`src/mesi_pkg.sv`:
```
// ---------------------------------------------------------------------------
// mesi_pkg : shared types and constants of the MESI snoop coherence block
// Line states, request kinds, the snoop result bundle and helper functions.
// ---------------------------------------------------------------------------
package mesi_pkg;

  localparam int CORE_COUNT_DEF     = 4;
  localparam int LINES_PER_CORE_DEF = 4;
  localparam int ADDR_BITS_DEF      = 16;

  localparam logic [31:0] MEM_SCALE = 32'd10;

  typedef enum logic [1:0] {
    ST_MODIFIED  = 2'd0,
    ST_EXCLUSIVE = 2'd1,
    ST_SHARED    = 2'd2,
    ST_INVALID   = 2'd3
  } line_state_t;

  typedef enum logic {
    REQ_READ  = 1'b0,
    REQ_WRITE = 1'b1
  } req_kind_t;

  typedef struct packed {
    logic [31:0] read_data;
    logic        was_miss;
    logic [1:0]  copies_invalidated;
  } snoop_res_t;

  function automatic logic [31:0] sat_inc(input logic [31:0] v);
    return (v == 32'hFFFF_FFFF) ? v : v + 32'd1;
  endfunction

endpackage

```
`src/mesi_ram.sv`:
```
// ---------------------------------------------------------------------------
// mesi_ram : generic single-port-write RAM with registered read
// One write and one read address per cycle; read data held while re is low.
// ---------------------------------------------------------------------------
module mesi_ram #(
  parameter int WIDTH = 8,
  parameter int DEPTH = 4,
  localparam int ADDR_W = (DEPTH > 1) ? $clog2(DEPTH) : 1
) (
  input  logic              clk,
  input  logic              we,
  input  logic [ADDR_W-1:0] waddr,
  input  logic [WIDTH-1:0]  wdata,
  input  logic              re,
  input  logic [ADDR_W-1:0] raddr,
  output logic [WIDTH-1:0]  rdata
);

  logic [WIDTH-1:0] mem [DEPTH];

  always_ff @(posedge clk) begin
    if (we) begin
      mem[waddr] <= wdata;
    end
    if (re) begin
      rdata <= mem[raddr];
    end
  end

endmodule

```
`src/mesi_snoop.sv`:
```
// ---------------------------------------------------------------------------
// mesi_snoop : snoop and update of one cache index across all cores
// Resolves hit, sharing, memory fill and invalidation for one access.
// ---------------------------------------------------------------------------
module mesi_snoop #(
  parameter int NC = mesi_pkg::CORE_COUNT_DEF,
  parameter int AW = mesi_pkg::ADDR_BITS_DEF,
  parameter int CW = $clog2(NC)
) (
  input  logic                    req_type,
  input  logic [CW-1:0]           me,
  input  logic [AW-1:0]           addr,
  input  logic [31:0]             wdata,
  input  logic [NC-1:0][1:0]      st_cur,
  input  logic [NC-1:0][AW-1:0]   tag_cur,
  input  logic [NC-1:0][31:0]     data_cur,
  output logic [NC-1:0][1:0]      st_new,
  output logic [NC-1:0][AW-1:0]   tag_new,
  output logic [NC-1:0][31:0]     data_new,
  output logic [NC-1:0]           kill,
  output mesi_pkg::snoop_res_t    res
);
  import mesi_pkg::*;

  logic [NC-1:0] hold;
  logic          found;
  logic [CW-1:0] src;
  logic [4:0]    nkill;

  always_comb begin
    for (int c = 0; c < NC; c++) begin
      hold[c] = (st_cur[c] != ST_INVALID) && (tag_cur[c] == addr);
    end
  end

  always_comb begin
    found = 1'b0;
    src   = '0;
    for (int c = 0; c < NC; c++) begin
      if (!found && (CW'(c) != me) && hold[c]) begin
        found = 1'b1;
        src   = CW'(c);
      end
    end
  end

  always_comb begin
    st_new   = st_cur;
    tag_new  = tag_cur;
    data_new = data_cur;
    kill     = '0;
    res      = '0;
    nkill    = '0;
    if (req_type == REQ_WRITE) begin
      if (!(hold[me] && (st_cur[me] == ST_MODIFIED || st_cur[me] == ST_EXCLUSIVE))) begin
        res.was_miss = !hold[me];
        for (int c = 0; c < NC; c++) begin
          if ((CW'(c) != me) && hold[c]) begin
            kill[c]   = 1'b1;
            st_new[c] = ST_INVALID;
          end
        end
      end
      tag_new[me]  = addr;
      data_new[me] = wdata;
      st_new[me]   = ST_MODIFIED;
    end else begin
      if (hold[me]) begin
        res.read_data = data_cur[me];
      end else begin
        res.was_miss = 1'b1;
        if (found) begin
          st_new[src]  = ST_SHARED;
          data_new[me] = data_cur[src];
          st_new[me]   = ST_SHARED;
        end else begin
          data_new[me] = 32'(addr) * MEM_SCALE;
          st_new[me]   = ST_EXCLUSIVE;
        end
        tag_new[me]   = addr;
        res.read_data = data_new[me];
      end
    end
    for (int c = 0; c < NC; c++) begin
      nkill = nkill + 5'(kill[c]);
    end
    res.copies_invalidated = (nkill > 5'd3) ? 2'd3 : nkill[1:0];
  end

endmodule

```
`src/mesi_snoop_coherence.sv`:
```
// ---------------------------------------------------------------------------
// mesi_snoop_coherence : snooping MESI coherence over per-core caches
// Direct-mapped caches indexed by address modulo the line count, all cores'
// lines at one index held in one RAM row and resolved in a single pass.
//
//   channel | dir | fields
//   s_*     | in  | tuser: req_type ; tdata: core_index, address, write_data
//   m_*     | out | tdata: read_data, was_miss, copies_invalidated,
//           |     |        miss_total, invalidation_total
//
// One beat per cycle sustained while m_tready allows; a beat passes the input,
// index, snoop and result registers on its way to m_tvalid. The index row is
// read from RAM in the index stage and forwarded when the beat ahead writes the same row.
// rst clears stage valids, row valid bits and counters; no clearing pass.
// A stalled output holds every stage, so s_tready follows m_tready.
// ---------------------------------------------------------------------------
module mesi_snoop_coherence #(
  parameter int CORE_COUNT     = mesi_pkg::CORE_COUNT_DEF,
  parameter int LINES_PER_CORE = mesi_pkg::LINES_PER_CORE_DEF,
  parameter int ADDR_BITS      = mesi_pkg::ADDR_BITS_DEF
) (
  input  logic         clk,
  input  logic         rst,
  input  logic         s_tvalid,
  output logic         s_tready,
  input  logic [55:0]  s_tdata,   // core_index, address, write_data, zero pad
  input  logic         s_tuser,   // req_type
  output logic         m_tvalid,
  input  logic         m_tready,
  output logic [103:0] m_tdata    // read_data, was_miss, copies_invalidated,
                                  // miss_total, invalidation_total, zero pad
);
  import mesi_pkg::*;

  localparam int NC    = CORE_COUNT;
  localparam int L     = LINES_PER_CORE;
  localparam int AW    = ADDR_BITS;
  localparam int CW    = $clog2(NC);
  localparam int IW    = (L > 1) ? $clog2(L) : 1;
  localparam int ROW_W = NC * (2 + AW + 32);

  logic en;

  // stage 1
  logic        vld1;
  logic        type1;
  logic [1:0]  core1;
  logic [15:0] addr1;
  logic [31:0] wdata1;
  logic [4:0]  ci_ext;
  logic [4:0]  ci_red;
  logic [AW+15:0] addr_ext;

  // stage 2
  logic          vld2;
  logic          type2;
  logic [CW-1:0] me2;
  logic [AW-1:0] addrm2;
  logic [31:0]   wdata2;
  logic [IW-1:0] idx2;

  // stage 3
  logic             vld3;
  logic             type3;
  logic [CW-1:0]    me3;
  logic [AW-1:0]    addrm3;
  logic [31:0]      wdata3;
  logic [IW-1:0]    idx3;
  logic             rv3;
  logic             fwd3;
  logic [ROW_W-1:0] fwd_row3;
  logic [ROW_W-1:0] ram_q;
  logic [ROW_W-1:0] row_cur;
  logic [ROW_W-1:0] row_new;

  logic [NC-1:0][1:0]    st_row;
  logic [NC-1:0][AW-1:0] tag_row;
  logic [NC-1:0][31:0]   data_row;
  logic [NC-1:0][1:0]    st_cur;
  logic [NC-1:0][1:0]    st_new;
  logic [NC-1:0][AW-1:0] tag_new;
  logic [NC-1:0][31:0]   data_new;
  logic [NC-1:0]         kill;
  snoop_res_t            res;

  logic [L-1:0]          row_vld;
  logic [NC-1:0][31:0]   miss_cnt;
  logic [NC-1:0][31:0]   inval_cnt;
  logic [31:0]           miss_tot;

  // result register
  logic        out_vld;
  logic [31:0] rdata_o;
  logic        miss_o;
  logic [1:0]  copies_o;
  logic [31:0] miss_tot_o;
  logic [31:0] inval_tot_o;

  assign en       = !out_vld || m_tready;
  assign s_tready = en;
  assign m_tvalid = out_vld;
  assign m_tdata  = {5'b0, inval_tot_o, miss_tot_o, copies_o, miss_o, rdata_o};

  // wrap core index and mask address
  assign ci_ext   = {3'b0, core1};
  assign ci_red   = (ci_ext >= 5'(NC)) ? ci_ext - 5'(NC) : ci_ext;
  assign addr_ext = {{AW{1'b0}}, addr1};

  generate
    if (L == 1) begin : g_idx_one
      assign idx2 = '0;
    end else if ((L & (L - 1)) == 0) begin : g_idx_pow2
      logic [AW+IW-1:0] apad;
      assign apad = {{IW{1'b0}}, addrm2};
      assign idx2 = apad[IW-1:0];
    end else begin : g_idx_recip
      localparam int          LB    = $clog2(L);
      localparam int          MW    = AW + 1;
      localparam logic [63:0] RECIP = ((64'd1 << (AW + LB)) + 64'(L) - 64'd1) / 64'(L);
      logic [AW+MW-1:0] prod1;
      logic [AW+MW-1:0] shifted1;
      logic [AW-1:0]    q2;
      logic [AW+IW-1:0] apad;
      logic [AW+IW-1:0] qpad;
      logic [AW+IW-1:0] diff;

      assign prod1    = (AW+MW)'(addr_ext[AW-1:0]) * (AW+MW)'(RECIP[MW-1:0]);
      assign shifted1 = prod1 >> (AW + LB);

      always_ff @(posedge clk) begin
        if (en) begin
          q2 <= shifted1[AW-1:0];
        end
      end

      assign apad = {{IW{1'b0}}, addrm2};
      assign qpad = {{IW{1'b0}}, q2};
      assign diff = apad - qpad * (AW+IW)'(L);
      assign idx2 = diff[IW-1:0];
    end
  endgenerate

  mesi_ram #(
    .WIDTH (ROW_W),
    .DEPTH (L)
  ) u_rows (
    .clk   (clk),
    .we    (en && vld3),
    .waddr (idx3),
    .wdata (row_new),
    .re    (en),
    .raddr (idx2),
    .rdata (ram_q)
  );

  assign row_cur = fwd3 ? fwd_row3 : ram_q;
  assign {data_row, tag_row, st_row} = row_cur;

  always_comb begin
    for (int c = 0; c < NC; c++) begin
      st_cur[c] = (rv3 || fwd3) ? st_row[c] : ST_INVALID;
    end
  end

  mesi_snoop #(
    .NC (NC),
    .AW (AW),
    .CW (CW)
  ) u_snoop (
    .req_type (type3),
    .me       (me3),
    .addr     (addrm3),
    .wdata    (wdata3),
    .st_cur   (st_cur),
    .tag_cur  (tag_row),
    .data_cur (data_row),
    .st_new   (st_new),
    .tag_new  (tag_new),
    .data_new (data_new),
    .kill     (kill),
    .res      (res)
  );

  assign row_new  = {data_new, tag_new, st_new};
  assign miss_tot = res.was_miss ? sat_inc(miss_cnt[me3]) : miss_cnt[me3];

  always_ff @(posedge clk) begin
    if (rst) begin
      vld1      <= 1'b0;
      vld2      <= 1'b0;
      vld3      <= 1'b0;
      out_vld   <= 1'b0;
      rv3       <= 1'b0;
      fwd3      <= 1'b0;
      row_vld   <= '0;
      miss_cnt  <= '0;
      inval_cnt <= '0;
    end else if (en) begin
      vld1    <= s_tvalid;
      vld2    <= vld1;
      vld3    <= vld2;
      out_vld <= vld3;
      rv3     <= row_vld[idx2];
      fwd3    <= vld3 && vld2 && (idx2 == idx3);
      if (vld3) begin
        row_vld[idx3] <= 1'b1;
        miss_cnt[me3] <= miss_tot;
        for (int c = 0; c < NC; c++) begin
          if (kill[c]) begin
            inval_cnt[c] <= sat_inc(inval_cnt[c]);
          end
        end
      end
    end
  end

  always_ff @(posedge clk) begin
    if (en) begin
      type1       <= s_tuser;
      core1       <= s_tdata[1:0];
      addr1       <= s_tdata[17:2];
      wdata1      <= s_tdata[49:18];
      type2       <= type1;
      me2         <= ci_red[CW-1:0];
      addrm2      <= addr_ext[AW-1:0];
      wdata2      <= wdata1;
      type3       <= type2;
      me3         <= me2;
      addrm3      <= addrm2;
      wdata3      <= wdata2;
      idx3        <= idx2;
      fwd_row3    <= row_new;
      rdata_o     <= res.read_data;
      miss_o      <= res.was_miss;
      copies_o    <= res.copies_invalidated;
      miss_tot_o  <= miss_tot;
      inval_tot_o <= inval_cnt[me3];
    end
  end

endmodule

```
`config.mk`:
```
export PLATFORM = sky130hd
export DESIGN_NAME = mesi_snoop_coherence
export DESIGN_NICKNAME = d
export VERILOG_FILES = /design/src/mesi_pkg.sv /design/src/mesi_ram.sv /design/src/mesi_snoop.sv /design/src/mesi_snoop_coherence.sv
export SDC_FILE = /design/constraint.sdc
export NUM_CORES = 2
export LEC_CHECK = 0
export BUFFER_PORTS_ARGS = -buffer_cell sky130_fd_sc_hd__buf_4
export CAP_MARGIN = 30
export CORE_MARGIN = 2
export CORE_UTILIZATION = 60
export DETAILED_ROUTE_END_ITERATION = 12
export GPL_TIMING_DRIVEN = 0
export PLACE_DENSITY = 0.77
export SYNTH_ARGS = -nofsm -noshare
export SYNTH_HDL_FRONTEND = slang
export SYNTH_SLANG_ARGS = --single-unit
```
`constraint.sdc`:
```
create_clock -name clk -period 50.1 [get_ports clk]
set_clock_uncertainty 0.05 [all_clocks]
set_input_delay 5.01 -clock clk [delete_from_list [all_inputs] [get_ports clk]]
set_output_delay 5.01 -clock clk [all_outputs]
set_load 0.005 [all_outputs]
```
==> run_results.csv <==
group,metric,value,unit
cells_and_area,syn2layout_area_growth,14.9,%
setup_path,r2r_cells,14,
clocking,root_buffer,"clkbuf_16",
timing,setup_violations,0,
synth,ys_async_sr_fraction,0,%
cells_and_area,drive_gt1_share,21.2,%
synth,yosysWarnings,0,
power_and_ir_drop,p_leak,27.9,nW
synth,synthCells,4598,
timing,slew_headroom,17.7,%
synth,yosysMostFrequentCell,"edfxtp_1",
power_and_ir_drop,vdd_drop_max,36.7,uV
floorplanning,dieArea,122000,um^2
drt,firstDrtPassIters,8,
placed_design,dpl.cell_count,6465,
worst_hold_path,whs_endpoint,"addrm3[6]",
status,status,"complete, no violations",
placed_design,io_buffer_count,154,
setup_path,worstSetupPathType,"input port to output port",
floorplanning,fp-row-count,126,
timing,timing.final.crit_period,12.72,ns
synth,synth_common_cells,"edfxtp_1 (1452), nor2_1 (437), mux4_2 (291)",
clocking,post-cts-setup-buffers,0,
clocking,cts_inserted_buffers,170,
global_routing,grt_start_max_net_pins,135,
synth,synth_area,71700,um^2
drt,viasPerCell,6.73,
worst_hold_path,hp-start,"addrm2[6]",
worst_hold_path,hp-class,"flip-flop to flip-flop",
timing,period_share,25.4,%
placed_design,hpwl,143000,um
clocking,cts-resized-gates,0,
drt,detail_route.wl_per_cell,31.0,um
cells_and_area,n_fill_cell,7434,
clocking,clock-sinks,1718,
cells_and_area,instances_no_fill,6794,
cells_and_area,fin_area,82400,um^2
drt,ant_nets,0,
placed_design,gp_congestion,1.03,
clocking,ctsHoldBuffers,0,
worst_hold_path,hold_depth,0,
drt,vias,45700,
floorplanning,ioPinCount,167,
power_and_ir_drop,power.density,39.1,nW/um^2
setup_path,path_cells,"buf_4 -> nor2b_1 -> inv_8 -> buf_16 -> buf_16 -> buf_16 -> buf_4",
setup_path,critPathCaptureType,"output port",
setup_path,rr_endpoint,"u_rows.mem[2][198]",
setup_path,slowest_delay,0.68,ns
global_routing,antenna_found_initial,6,
timing,grt_setup_unrepaired,"false",
floorplanning,core-area,118000,um^2
floorplanning,die_w,350,um
synth,synth_cell_type_count,108,
setup_path,crit_top_cell,"buf_16",
setup_path,r2r-start,"fwd3",
timing,fmax,78.6,MHz
drt,wl,210000,um
clocking,htree_levels,4,
setup_path,worstPathArrival,7.66,ns
synth,synth_edf_count,1452,
timing,finalHoldViolCount,0,
setup_path,critPathTopFamily,"buffers and inverters",
setup_path,critPathBufInv,6,
drt,post-route-drc-count,0,
floorplanning,die-height,350,um
cells_and_area,n_antenna_cell,0,
setup_path,crit_path_start_kind,"input port",
timing,drv_slew,0,
setup_path,cp.required,45.04,ns
synth,seq_area_frac_synth,68.2,%
global_routing,grt_pass1_wl,301000,um
synth,synth-seq-cells,1718,
clocking,cts_tree,"yes",
clocking,clk_pin_slew,0.06,ns
synth,yosysTopAreaCellShare,60.8,%
cells_and_area,multiInputGateArea,21300,um^2
setup_path,slowest_stage,"nor2b_1",
global_routing,global_route.overflow_total,0,
setup_path,r2r_slack,43.58,ns
synth,ys.flop_type,"edfxtp_1",
global_routing,grt_pass1_vias,44200,
floorplanning,start_util,60.6,%
synth,yosysTopAreaCell,"edfxtp_1",
run,cap_violations,0,
drt,drt_iter0_drc,7011,
global_routing,grt_util_all_layers,34.4,%
synth,synth_area_per_cell,15.6,um^2
clocking,cts_buffer_depth,3,
synth,synthTopCellsByArea,"edfxtp_1 (61%), mux4_2 (9.1%), dfxtp_1 (7.4%)",
setup_path,worst-path-max-fanout,134,
timing,tightestPinTransition,1.23,ns
placed_design,place_area,76500,um^2
cells_and_area,final_nets,5146,
cells_and_area,register_area,48900,um^2
clocking,clk_latency,0.83,ns
-- cells by family after synthesis --
family	share of synthesized area, %
muxes	12.4
DFF	68.2
adders and majority gates	0.666
xor gates and xnor gates	2.60
other	0.00523
AOI/OAI and AO/OA	6.90
and+or+nand+nor	6.99
buffers and inverters	2.18
-- cell type report --
cell class / instances / area share (%)
sequential: 1718 / 59.4
tap: 1600 / 2.43
timing repair buffer: 274 / 3.49
clock buffer: 210 / 5.47
clock inverter: 108 / 1.52
inverter: 66 / 0.310
buffer: 279 / 1.60
multi-input combinational: 2539 / 25.8
-- layer usage --
metal / share of wire, % / track usage [%] / vias to the layer above / routed length (um)
met3: 13 / 10.1 / 649 / 26600
met4: 5.3 / 16.5 / 6 / 11100
met5: 0.020 / 0 / - / 42
li1: - / - / 18900 / -
met2: 45 / 51.1 / 3247 / 94200
met1: 37 / 47.0 / 22900 / 78500
-- metrics by stage --
stage	total power [mW]	hold slack [ns]	TNS, ns	setup slack (ns)	utilization (%)
2_1_floorplan	1.81	0.350	0	15.33	-
3_3_place_gp	1.91	0.351	-1718.68	-4.38	63.3
3_5_place_dp	1.92	0.355	0	37.43	64.6
4_1_cts	3.22	0.365	0	37.45	69.5
5_1_grt	3.30	0.374	0	37.25	69.6
6_report	3.22	0.363	0	37.38	69.6
-- power by group --
part	internal [mW]	switching [mW]	leakage, nW
logic	0.0874	0.169	8.77
clock network	0.760	0.558	2.80
registers	1.62	0.0229	16.4
total	2.47	0.750	27.9
-- worst max-delay path by stage --
stage | start | to | slack [ns] | depth (start not counted)
after floorplan | m_tready | u_rows.mem[2][0] | 15.33 | 4
final | m_tready | s_tready | 37.38 | 7
after CTS | m_tready | s_tready | 37.45 | 7
after detailed placement | m_tready | s_tready | 37.43 | 7
after global placement | m_tready | u_rows.mem[0][62] | -4.38 | 5
after global routing | m_tready | s_tready | 37.25 | 7
-- sequential cells by signal, indices dropped and copies added, names as in the netlist, 2 cells and up --
signal / cells
inval_tot_o: 32
copies_o: 2
addrm2: 16
inval_cnt: 128
miss_tot_o: 32
wdata3: 32
fwd_row3: 200
addrm3: 16
me3: 2
me2: 2
u_rows.rdata: 200
miss_cnt: 128
wdata1: 32
rdata_o: 32
addr1: 16
core1: 2
wdata2: 32
u_rows.mem: 800
row_vld: 4
-- cell usage in the layout, fill, tap and decap left out, drive strengths merged, types with 19 or more instances in the layout --
cell / netlist / layout
nor4: 25 / 25
a22oi: 54 / 54
edfxtp: 1452 / 1452
nor3: 65 / 65
nor2: 440 / 440
bufinv: 0 / 22
xnor2: 111 / 111
ha: 35 / 35
nand4: 52 / 52
clkbuf: 150 / 360
o21ai: 133 / 133
nand2: 233 / 233
clkinv: 2 / 68
o221ai: 29 / 29
buf: 129 / 403
and2: 24 / 24
or3: 19 / 19
a211oi: 150 / 150
mux4: 291 / 291
nand3: 82 / 82
mux2i: 127 / 127
o22ai: 48 / 48
xor2: 102 / 102
a21oi: 168 / 168
and3: 45 / 45
mux2: 95 / 95
dfxtp: 266 / 266
inv: 64 / 75
Power figures use the tool's default switching activity.
